==> config.mk <==
export PLATFORM = sky130hd
export DESIGN_NAME = goc_walker
export DESIGN_NICKNAME = d
export VERILOG_FILES = /design/src/rtl/goc_pkg.sv /design/src/rtl/goc_walker.sv
export SDC_FILE = /design/constraint.sdc
export NUM_CORES = 2
export LEC_CHECK = 0
export ABC_CLOCK_PERIOD_IN_PS = 5700
export BUFFER_PORTS_ARGS = -buffer_cell sky130_fd_sc_hd__buf_2
export CAP_MARGIN = 5
export CORE_MARGIN = 8
export CORE_UTILIZATION = 50
export CTS_CLUSTER_DIAMETER = 100
export CTS_CLUSTER_SIZE = 14
export DETAILED_ROUTE_END_ITERATION = 12
export GPL_TIMING_DRIVEN = 0
export PLACE_DENSITY_LB_ADDON = 0.08
export SLEW_MARGIN = 5
export SYNTH_ARGS = -nofsm -noshare
export SYNTH_HDL_FRONTEND = slang
export SYNTH_SLANG_ARGS = --single-unit
export TNS_END_PERCENT = 50
==> constraint.sdc <==
create_clock -name i_clk -period 5.7 [get_ports i_clk]
set_input_delay 1.14 -clock i_clk [delete_from_list [all_inputs] [get_ports i_clk]]
set_output_delay 1.14 -clock i_clk [all_outputs]
set_load 0.1 [all_outputs]
==> src/rtl/goc_pkg.sv <==
// Shared types and constants of the graphlet orbit counter.
package goc_pkg;

    localparam int ID_W    = 10;
    localparam int OP_W    = 2;
    localparam int ORBITS  = 15;
    localparam int ORBIT_W = 4;
    localparam int TOTAL_W = 32;

    localparam logic [ORBIT_W-1:0] LAST_ORBIT = ORBIT_W'(ORBITS - 1);

    typedef enum logic [OP_W-1:0] {
        OP_APPEND = 2'd0,
        OP_CLEAR  = 2'd1,
        OP_COUNT  = 2'd2
    } t_opcode;

endpackage

==> src/rtl/goc_walker.sv <==
// Sequencer that loads lists, clears the degree table and walks a query's neighbourhood.
module goc_walker #(
    parameter int MAX_VERTICES = 1024,
    parameter int MAX_DEGREE   = 32,
    parameter int COUNT_WIDTH  = 32,
    localparam int VAW = $clog2(MAX_VERTICES),
    localparam int SW  = $clog2(MAX_DEGREE),
    localparam int DW  = $clog2(MAX_DEGREE + 1),
    localparam int AAW = VAW + SW
) (
    input  logic                         i_clk,
    input  logic                         i_rst_n,
    input  logic                         i_valid,
    output logic                         o_stall,
    input  logic [goc_pkg::OP_W-1:0]     i_opcode,
    input  logic [goc_pkg::ID_W-1:0]     i_vertex_id,
    input  logic [goc_pkg::ID_W-1:0]     i_neighbor_id,
    output logic                         o_valid,
    input  logic                         i_stall,
    output logic [goc_pkg::ORBIT_W-1:0]  o_orbit_index,
    output logic [goc_pkg::TOTAL_W-1:0]  o_orbit_total,
    output logic                         o_degree_overflow,
    output logic                         o_last_of_run,
    output logic                         o_adj_we,
    output logic [AAW-1:0]               o_adj_waddr,
    output logic [goc_pkg::ID_W-1:0]     o_adj_wdata,
    output logic [AAW-1:0]               o_adj_raddr,
    input  logic [goc_pkg::ID_W-1:0]     i_adj_rdata,
    output logic                         o_deg_we,
    output logic [VAW-1:0]               o_deg_waddr,
    output logic [DW-1:0]                o_deg_wdata,
    output logic [VAW-1:0]               o_deg_raddr,
    input  logic [DW-1:0]                i_deg_rdata
);

    localparam int NS = 37;

    typedef enum logic [NS-1:0] {
        S_IDLE  = NS'(1) << 0,  S_CLR   = NS'(1) << 1,  S_APW   = NS'(1) << 2,
        S_QDW   = NS'(1) << 3,  S_IL    = NS'(1) << 4,  S_IAW   = NS'(1) << 5,
        S_INBW  = NS'(1) << 6,  S_JL    = NS'(1) << 7,  S_JSW   = NS'(1) << 8,
        S_JNCW  = NS'(1) << 9,  S_K4    = NS'(1) << 10, S_K4W   = NS'(1) << 11,
        S_K5    = NS'(1) << 12, S_K5W   = NS'(1) << 13, S_K6    = NS'(1) << 14,
        S_K6W   = NS'(1) << 15, S_M9    = NS'(1) << 16, S_M9W   = NS'(1) << 17,
        S_PL    = NS'(1) << 18, S_PBW   = NS'(1) << 19, S_PNOW  = NS'(1) << 20,
        S_TS    = NS'(1) << 21, S_TSW   = NS'(1) << 22, S_K7    = NS'(1) << 23,
        S_K7W   = NS'(1) << 24, S_MG    = NS'(1) << 25, S_MGBW  = NS'(1) << 26,
        S_MGOW  = NS'(1) << 27, S_HS    = NS'(1) << 28, S_HSW   = NS'(1) << 29,
        S_K11   = NS'(1) << 30, S_K11W  = NS'(1) << 31, S_K10A  = NS'(1) << 32,
        S_K10AW = NS'(1) << 33, S_K10B  = NS'(1) << 34, S_K10BW = NS'(1) << 35,
        S_OUT   = NS'(1) << 36
    } t_state;

    typedef logic [goc_pkg::ID_W-1:0] t_id;
    typedef logic [DW-1:0]            t_idx;

    t_state r_state, n_state;
    logic [VAW-1:0] r_ci, n_ci;
    logic r_ovf, n_ovf;
    t_id  r_v, n_v, r_nid, n_nid, r_a, n_a, r_s, n_s, r_o, n_o, r_b, n_b;
    t_id  r_bx, n_bx, r_f, n_f;
    t_idx r_na, n_na, r_nb, n_nb, r_nc, n_nc, r_no, n_no;
    t_idx r_i, n_i, r_j, n_j, r_k, n_k, r_m, n_m, r_x, n_x, r_y, n_y;
    logic r_tri, n_tri;
    logic [goc_pkg::ORBIT_W-1:0] r_oidx, n_oidx;
    logic [COUNT_WIDTH-1:0] r_cnt [goc_pkg::ORBITS];
    logic [goc_pkg::ORBITS-1:0] bump;
    logic cnt_clr, cnt_ld0;
    logic [COUNT_WIDTH+goc_pkg::TOTAL_W-1:0] total_ext;

    function automatic logic [VAW-1:0] vaddr(input t_id id);
        logic [VAW+goc_pkg::ID_W-1:0] t;
        t = {{VAW{1'b0}}, id};
        return t[VAW-1:0];
    endfunction

    function automatic logic inr(input t_id id);
        return 32'(id) < 32'(MAX_VERTICES);
    endfunction

    function automatic logic [AAW-1:0] aaddr(input t_id vert, input t_idx idx);
        return {vaddr(vert), idx[SW-1:0]};
    endfunction

    always_comb begin
        n_state = r_state;
        n_ci = r_ci;   n_ovf = r_ovf;  n_v = r_v;   n_nid = r_nid;
        n_a = r_a;     n_s = r_s;      n_o = r_o;   n_b = r_b;
        n_bx = r_bx;   n_f = r_f;      n_na = r_na; n_nb = r_nb;
        n_nc = r_nc;   n_no = r_no;    n_i = r_i;   n_j = r_j;
        n_k = r_k;     n_m = r_m;      n_x = r_x;   n_y = r_y;
        n_tri = r_tri; n_oidx = r_oidx;
        bump = '0;
        cnt_clr = 1'b0;
        cnt_ld0 = 1'b0;
        o_adj_we = 1'b0;
        o_adj_waddr = aaddr(r_v, i_deg_rdata);
        o_adj_wdata = r_nid;
        o_adj_raddr = '0;
        o_deg_we = 1'b0;
        o_deg_waddr = vaddr(r_v);
        o_deg_wdata = i_deg_rdata + DW'(1);
        o_deg_raddr = vaddr(i_vertex_id);
        case (r_state)
            S_IDLE: begin
                if (i_valid) begin
                    n_v = i_vertex_id;
                    n_nid = i_neighbor_id;
                    case (goc_pkg::t_opcode'(i_opcode))
                        goc_pkg::OP_APPEND: n_state = S_APW;
                        goc_pkg::OP_CLEAR: begin
                            n_ci = '0;
                            n_ovf = 1'b0;
                            n_state = S_CLR;
                        end
                        goc_pkg::OP_COUNT: begin
                            cnt_clr = 1'b1;
                            n_state = S_QDW;
                        end
                        default: n_state = S_IDLE;
                    endcase
                end
            end
            S_CLR: begin
                o_deg_we = 1'b1;
                o_deg_waddr = r_ci;
                o_deg_wdata = '0;
                n_ci = r_ci + VAW'(1);
                if (r_ci == VAW'(MAX_VERTICES - 1)) begin
                    n_state = S_IDLE;
                end
            end
            S_APW: begin
                if (inr(r_v)) begin
                    if (i_deg_rdata >= DW'(MAX_DEGREE)) begin
                        n_ovf = 1'b1;
                    end else begin
                        o_adj_we = 1'b1;
                        o_deg_we = 1'b1;
                    end
                end
                n_state = S_IDLE;
            end
            S_QDW: begin
                n_na = inr(r_v) ? i_deg_rdata : '0;
                cnt_ld0 = 1'b1;
                n_i = '0;
                n_state = S_IL;
            end
            S_IL: begin
                if (r_i == r_na) begin
                    n_oidx = '0;
                    n_state = S_OUT;
                end else begin
                    o_adj_raddr = aaddr(r_v, r_i);
                    n_state = S_IAW;
                end
            end
            S_IAW: begin
                n_a = i_adj_rdata;
                o_deg_raddr = vaddr(i_adj_rdata);
                n_state = S_INBW;
            end
            S_INBW: begin
                n_nb = inr(r_a) ? i_deg_rdata : '0;
                n_j = '0;
                n_state = S_JL;
            end
            S_JL: begin
                if (r_j == r_nb) begin
                    n_j = r_i + DW'(1);
                    n_state = S_PL;
                end else begin
                    o_adj_raddr = aaddr(r_a, r_j);
                    n_state = S_JSW;
                end
            end
            S_JSW: begin
                n_s = i_adj_rdata;
                if (i_adj_rdata == r_v) begin
                    n_j = r_j + DW'(1);
                    n_state = S_JL;
                end else begin
                    bump[1] = 1'b1;
                    o_deg_raddr = vaddr(i_adj_rdata);
                    n_state = S_JNCW;
                end
            end
            S_JNCW: begin
                n_nc = inr(r_s) ? i_deg_rdata : '0;
                n_k = '0;
                n_state = S_K4;
            end
            S_K4: begin
                if (r_k == r_nc) begin
                    n_k = '0;
                    n_state = S_K5;
                end else begin
                    o_adj_raddr = aaddr(r_s, r_k);
                    n_state = S_K4W;
                end
            end
            S_K4W: begin
                bump[4] = i_adj_rdata != r_v && i_adj_rdata != r_a && i_adj_rdata != r_s;
                n_k = r_k + DW'(1);
                n_state = S_K4;
            end
            S_K5: begin
                if (r_k == r_na) begin
                    n_k = r_j + DW'(1);
                    n_state = S_K6;
                end else begin
                    o_adj_raddr = aaddr(r_v, r_k);
                    n_state = S_K5W;
                end
            end
            S_K5W: begin
                bump[5] = i_adj_rdata != r_a && i_adj_rdata != r_s;
                n_k = r_k + DW'(1);
                n_state = S_K5;
            end
            S_K6: begin
                if (r_k == r_nb) begin
                    n_j = r_j + DW'(1);
                    n_state = S_JL;
                end else begin
                    o_adj_raddr = aaddr(r_a, r_k);
                    n_state = S_K6W;
                end
            end
            S_K6W: begin
                n_o = i_adj_rdata;
                if (i_adj_rdata != r_v && i_adj_rdata != r_s) begin
                    bump[6] = 1'b1;
                    n_m = '0;
                    n_state = S_M9;
                end else begin
                    n_k = r_k + DW'(1);
                    n_state = S_K6;
                end
            end
            S_M9: begin
                if (r_m == r_nc) begin
                    n_k = r_k + DW'(1);
                    n_state = S_K6;
                end else begin
                    o_adj_raddr = aaddr(r_s, r_m);
                    n_state = S_M9W;
                end
            end
            S_M9W: begin
                if (i_adj_rdata == r_o) begin
                    bump[9] = 1'b1;
                    n_k = r_k + DW'(1);
                    n_state = S_K6;
                end else begin
                    n_m = r_m + DW'(1);
                    n_state = S_M9;
                end
            end
            S_PL: begin
                if (r_j == r_na) begin
                    n_i = r_i + DW'(1);
                    n_state = S_IL;
                end else begin
                    o_adj_raddr = aaddr(r_v, r_j);
                    n_state = S_PBW;
                end
            end
            S_PBW: begin
                n_b = i_adj_rdata;
                o_deg_raddr = vaddr(i_adj_rdata);
                n_state = S_PNOW;
            end
            S_PNOW: begin
                n_no = inr(r_b) ? i_deg_rdata : '0;
                bump[2] = 1'b1;
                n_tri = 1'b0;
                n_k = '0;
                n_state = S_TS;
            end
            S_TS: begin
                if (r_k == r_nb) begin
                    n_k = '0;
                    n_state = S_K7;
                end else begin
                    o_adj_raddr = aaddr(r_a, r_k);
                    n_state = S_TSW;
                end
            end
            S_TSW: begin
                if (i_adj_rdata == r_b) begin
                    n_tri = 1'b1;
                    n_k = '0;
                    n_state = S_K7;
                end else begin
                    n_k = r_k + DW'(1);
                    n_state = S_TS;
                end
            end
            S_K7: begin
                if (r_k == r_na) begin
                    n_x = '0;
                    n_y = '0;
                    n_state = S_MG;
                end else begin
                    o_adj_raddr = aaddr(r_v, r_k);
                    n_state = S_K7W;
                end
            end
            S_K7W: begin
                bump[7] = i_adj_rdata < r_a && i_adj_rdata < r_b;
                n_k = r_k + DW'(1);
                n_state = S_K7;
            end
            S_MG: begin
                if (r_x == r_nb || r_y == r_no) begin
                    if (r_tri) begin
                        bump[3] = 1'b1;
                        n_k = '0;
                        n_state = S_K11;
                    end else begin
                        n_j = r_j + DW'(1);
                        n_state = S_PL;
                    end
                end else begin
                    o_adj_raddr = aaddr(r_a, r_x);
                    n_state = S_MGBW;
                end
            end
            S_MGBW: begin
                n_bx = i_adj_rdata;
                o_adj_raddr = aaddr(r_b, r_y);
                n_state = S_MGOW;
            end
            S_MGOW: begin
                n_state = S_MG;
                if (r_bx < i_adj_rdata) begin
                    n_x = r_x + DW'(1);
                end else if (i_adj_rdata < r_bx) begin
                    n_y = r_y + DW'(1);
                end else begin
                    n_x = r_x + DW'(1);
                    n_y = r_y + DW'(1);
                    n_f = r_bx;
                    if (r_bx != r_v && r_bx != r_a && r_bx != r_b) begin
                        bump[8] = 1'b1;
                        bump[12] = r_tri;
                        if (r_a < r_b) begin
                            n_m = '0;
                            n_state = S_HS;
                        end
                    end
                end
            end
            S_HS: begin
                if (r_m == r_na) begin
                    n_state = S_MG;
                end else begin
                    o_adj_raddr = aaddr(r_v, r_m);
                    n_state = S_HSW;
                end
            end
            S_HSW: begin
                if (i_adj_rdata == r_f) begin
                    bump[13] = 1'b1;
                    bump[14] = r_tri && r_b < r_f;
                    n_state = S_MG;
                end else begin
                    n_m = r_m + DW'(1);
                    n_state = S_HS;
                end
            end
            S_K11: begin
                if (r_k == r_na) begin
                    n_k = '0;
                    n_state = S_K10A;
                end else begin
                    o_adj_raddr = aaddr(r_v, r_k);
                    n_state = S_K11W;
                end
            end
            S_K11W: begin
                bump[11] = i_adj_rdata != r_a && i_adj_rdata != r_b;
                n_k = r_k + DW'(1);
                n_state = S_K11;
            end
            S_K10A: begin
                if (r_k == r_nb) begin
                    n_k = '0;
                    n_state = S_K10B;
                end else begin
                    o_adj_raddr = aaddr(r_a, r_k);
                    n_state = S_K10AW;
                end
            end
            S_K10AW: begin
                bump[10] = i_adj_rdata != r_v && i_adj_rdata != r_b;
                n_k = r_k + DW'(1);
                n_state = S_K10A;
            end
            S_K10B: begin
                if (r_k == r_no) begin
                    n_j = r_j + DW'(1);
                    n_state = S_PL;
                end else begin
                    o_adj_raddr = aaddr(r_b, r_k);
                    n_state = S_K10BW;
                end
            end
            S_K10BW: begin
                bump[10] = i_adj_rdata != r_v && i_adj_rdata != r_a;
                n_k = r_k + DW'(1);
                n_state = S_K10B;
            end
            S_OUT: begin
                if (!i_stall) begin
                    if (r_oidx == goc_pkg::LAST_ORBIT) begin
                        n_state = S_IDLE;
                    end else begin
                        n_oidx = r_oidx + goc_pkg::ORBIT_W'(1);
                    end
                end
            end
            default: n_state = S_IDLE;
        endcase
    end

    always_ff @(posedge i_clk) begin
        if (!i_rst_n) begin
            r_state <= S_CLR;
            r_ci <= '0;
            r_ovf <= 1'b0;
            r_oidx <= '0;
        end else begin
            r_state <= n_state;
            r_ci <= n_ci;
            r_ovf <= n_ovf;
            r_oidx <= n_oidx;
        end
    end

    always_ff @(posedge i_clk) begin
        r_v <= n_v;   r_nid <= n_nid; r_a <= n_a;   r_s <= n_s;
        r_o <= n_o;   r_b <= n_b;     r_bx <= n_bx; r_f <= n_f;
        r_na <= n_na; r_nb <= n_nb;   r_nc <= n_nc; r_no <= n_no;
        r_i <= n_i;   r_j <= n_j;     r_k <= n_k;   r_m <= n_m;
        r_x <= n_x;   r_y <= n_y;     r_tri <= n_tri;
    end

    always_ff @(posedge i_clk) begin
        for (int q = 0; q < goc_pkg::ORBITS; q++) begin
            if (!i_rst_n || cnt_clr) begin
                r_cnt[q] <= '0;
            end else if (q == 0 && cnt_ld0) begin
                r_cnt[q] <= COUNT_WIDTH'(n_na);
            end else if (bump[q] && r_cnt[q] != '1) begin
                r_cnt[q] <= r_cnt[q] + COUNT_WIDTH'(1);
            end
        end
    end

    assign total_ext = {{goc_pkg::TOTAL_W{1'b0}}, r_cnt[r_oidx]};

    assign o_stall           = r_state != S_IDLE;
    assign o_valid           = r_state == S_OUT;
    assign o_orbit_index     = r_oidx;
    assign o_orbit_total     = total_ext[goc_pkg::TOTAL_W-1:0];
    assign o_degree_overflow = r_ovf;
    assign o_last_of_run     = r_oidx == goc_pkg::LAST_ORBIT;

endmodule

==> impl_metrics.env <==
export IMPL_fmax_mhz=182
export IMPL_leakagePower_nw=14.3
export IMPL_crit_path_end_kind="output port"
export IMPL_nets=3965
export IMPL_period_needed_ns=5.50
export IMPL_cp_max_fo=10
export IMPL_slew_viol_final=0
export IMPL_htreeDepth=2
export IMPL_fin_skew_ns=0.0218
export IMPL_syn_area_mm2=0.0390
export IMPL_run_status="finished, final reports clean"
export IMPL_netlist_cell_type_count=80
export IMPL_numCtsBuffers=52
export IMPL_syn_inst=3635
export IMPL_drt_pass1_iter_count=6
export IMPL_clkTransAtPathRegs_ns=0.08
export IMPL_cp_data_arrival_time_ns=4.36
export IMPL_syn_avg_cell_area_um2=10.7
export IMPL_synth_edf_count=589
export IMPL_gr_total_overflow=0
export IMPL_crit_required_ns=4.56
export IMPL_core_area_mm2=0.0773
export IMPL_wl_per_cell_um=23.6
export IMPL_ys_seq_area_share_pct=48.5
export IMPL_ys_async_sr_fraction_pct=0
export IMPL_totalPowerFinal_w=0.0103
export IMPL_post_route_drc_count=0
export IMPL_ys_warn_count=0
export IMPL_setup_tns_ns=0
export IMPL_endpoint="o_adj_raddr[5]"
export IMPL_dpl_cell_area_mm2=0.0414
export IMPL_vias=29200
export IMPL_portBuffers=149
export IMPL_final_common_cell="edfxtp_1"
export IMPL_fin_cells=4912
export IMPL_max_slew_margin_pct=9.66
export IMPL_design_area_mm2=0.0429
export IMPL_syn_nets=3750
export IMPL_avgViaCountPerCell=5.95
export IMPL_hpwl_um=88300
export IMPL_synth_seq_cells=651
export IMPL_cp_start_kind="flip-flop"
export IMPL_netlist_area_leader_share_pct=45.3
export IMPL_synth_ff_type="edfxtp_1"
export IMPL_clockBufferDepth=3
export IMPL_die_area_mm2=0.0873
export IMPL_die_w_um=295
export IMPL_mostFrequentLayoutCells="edfxtp_1 (589), nor2_1 (568), xor2_1 (332), nand2_1 (278), xnor2_1 (266)"
export IMPL_drt_iter0_markers=2942
export IMPL_period_share_pct=96.4
export IMPL_whs_ns=0.525
export IMPL_worst_r2r_startpoint="r_state[18]"
export IMPL_tightest_slew_ns=1.34
export IMPL_grt_util_all_layers_pct=25.8
export IMPL_hold_viol_final=0
export IMPL_placed_cells=4837
export IMPL_cts_sinks=651
export IMPL_drive_gt1_share_pct=13.1
export IMPL_grt_pass1_vias=27300
export IMPL_synth_top_cells_by_area="edfxtp_1 (45%), xor2_1 (7.4%), xnor2_1 (6.0%), mux4_2 (5.9%), nor2_1 (5.5%)"
export IMPL_worstSetupStartpoint="r_state[0]"
export IMPL_cap_violations=0
export IMPL_ff2ff_setup_slack_ns=0.93
export IMPL_syn_to_final_growth_pct=9.76
export IMPL_ant_nets=0
export IMPL_rsz0062_at_grt="false"
export IMPL_gp_congestion=0.963
export IMPL_grt_max_degree=33
export IMPL_num_rows=102
export IMPL_root_buffer="clkbuf_16"
export IMPL_die_h_um=295
export IMPL_cts_tree="yes"
export IMPL_p_per_area_mw_per_mm2=240
export IMPL_wirelength_um=116000
export IMPL_final_setup_viol_count=0
export IMPL_worstSetupPathType="flip-flop to output port"
export IMPL_ir_drop_mv=0.252
export IMPL_reg2reg_depth=9
export IMPL_ios=150
export IMPL_netlist_top_cell_by_area="edfxtp_1"
export IMPL_antenna_found_initial=4
export IMPL_start_util_pct=50.5
export IMPL_regToRegEndpoint="r_cnt[4][20]"
export IMPL_grt_pass1_wl_um=173000
export IMPL_clock_latency_ns=0.62
export IMPL_hp_class="flip-flop to flip-flop"
==> metrics by stage <==
stage / util (%) / worst slack [ns]
after floorplan: - / 0.225
after global placement: 53.1 / -2.81
after detailed placement: 53.5 / -0.262
after CTS: 55.4 / 0.136
after global routing: 55.4 / 0.0493
final: 55.4 / 0.204
==> worst min path at each step <==
stage,start,to,slack [ns],cells past startpoint
after detailed placement,r_state[35],r_state[34],0.51,2
after CTS,r_state[35],r_state[34],0.52,2
after global routing,r_ci[1],r_ci[1],0.55,2
after floorplan,r_state[35],r_state[34],0.48,2
final,o_degree_overflow,o_degree_overflow,0.52,2
after global placement,r_state[35],r_state[34],0.49,2
==> power breakdown <==
group | switching [W] | internal [W] | leakage (nW)
registers | 0.000213 | 0.00536 | 6.41
clock network | 0.00176 | 0.00169 | 0.682
logic | 0.000945 | 0.000314 | 7.16
total | 0.00292 | 0.00737 | 14.3
==> state kept, by name, summed over array words and instances (netlist names), 10 cells and up, named ones only <==
name and cells:
r_a 10, r_o 10, r_ci 10, r_v 10, r_bx 10, r_cnt 454, r_b 10, r_s 10
o_adj_wdata 10, r_f 10, r_state 37
==> routing by layer <==
| metal | vias to the layer above | global-route usage [%] | routed length, um |
|---|---|---|---|
| li1 | 13600 | - | - |
| met1 | 14400 | 37.8 | 51900 |
| met2 | 1048 | 39.5 | 51300 |
| met3 | 136 | 4.92 | 9510 |
| met4 | 2 | 6.35 | 2990 |
| met5 | - | 0 | 9 |
==> kinds of logic (layout without fill, tap and decap cells) <==
family,count (synthesis),count (layout),share of synthesized area [%]
AO/OA/AOI/OAI,214,214,3.84
XOR/XNOR,598,598,13.4
adder cells (fa/ha/maj),73,73,2.34
buffers and inverters,260,496,2.81
flip-flops,651,651,48.5
multiplexers,175,175,7.88
other,0,1,0
AND/OR/NAND/NOR,1664,1664,21.2
==> synthesized netlist by cell type (10+ instances only) <==
master / instances
edfxtp_1: 589
nor2_1: 568
xor2_1: 332
nand2_1: 287
xnor2_1: 266
nand3_1: 201
nand4_1: 126
mux4_2: 102
clkbuf_1: 100
nor3_1: 95
inv_1: 94
and3_1: 93
nor4_1: 77
ha_1: 73
dfxtp_1: 62
o21ai_0: 57
a22o_1: 41
mux2_2: 40
buf_2: 37
mux2i_1: 33
and4_1: 32
a21oi_1: 23
and2_1: 20
nand2b_1: 20
nor2_4: 18
o22ai_1: 16
or2_2: 15
or3_1: 15
nor2_2: 14
nor2b_1: 14
buf_1: 13
a221o_1: 11
nand4b_1: 11
nor4b_1: 11
a21o_1: 10
buf_4: 10
==> worst max-delay path, stage by stage, from the launching register on <==
cell and delay (ns):
dfxtp_1 0.37, nor4_4 0.60, nand4_1 0.33, nor3_1 0.60
nor2b_2 0.44, or2_2 0.17, clkbuf_1 0.45, a22o_1 0.21
a221o_1 0.13, buf_2 0.43
==> final cells by class <==
type,instances,area [um2]
clock inverters,1,8.76
diodes,1,2.50
plain buffers,163,743
flip-flops and latches,651,18900
well taps,1040,1300
multi-input cells,2724,19200
clock buffers,74,1410
repair buffers,162,946
fillers,6837,34500
inverters,96,360
==> timing repair <==
item | CTS | global route
hold buffers | 0 | 0
pin swaps | 0 | 0
gates resized for setup | 8 | 6
buffers inserted | 0 | 0
setup endpoints to repair | 42 | 14
(Power assumes the default switching activity.)
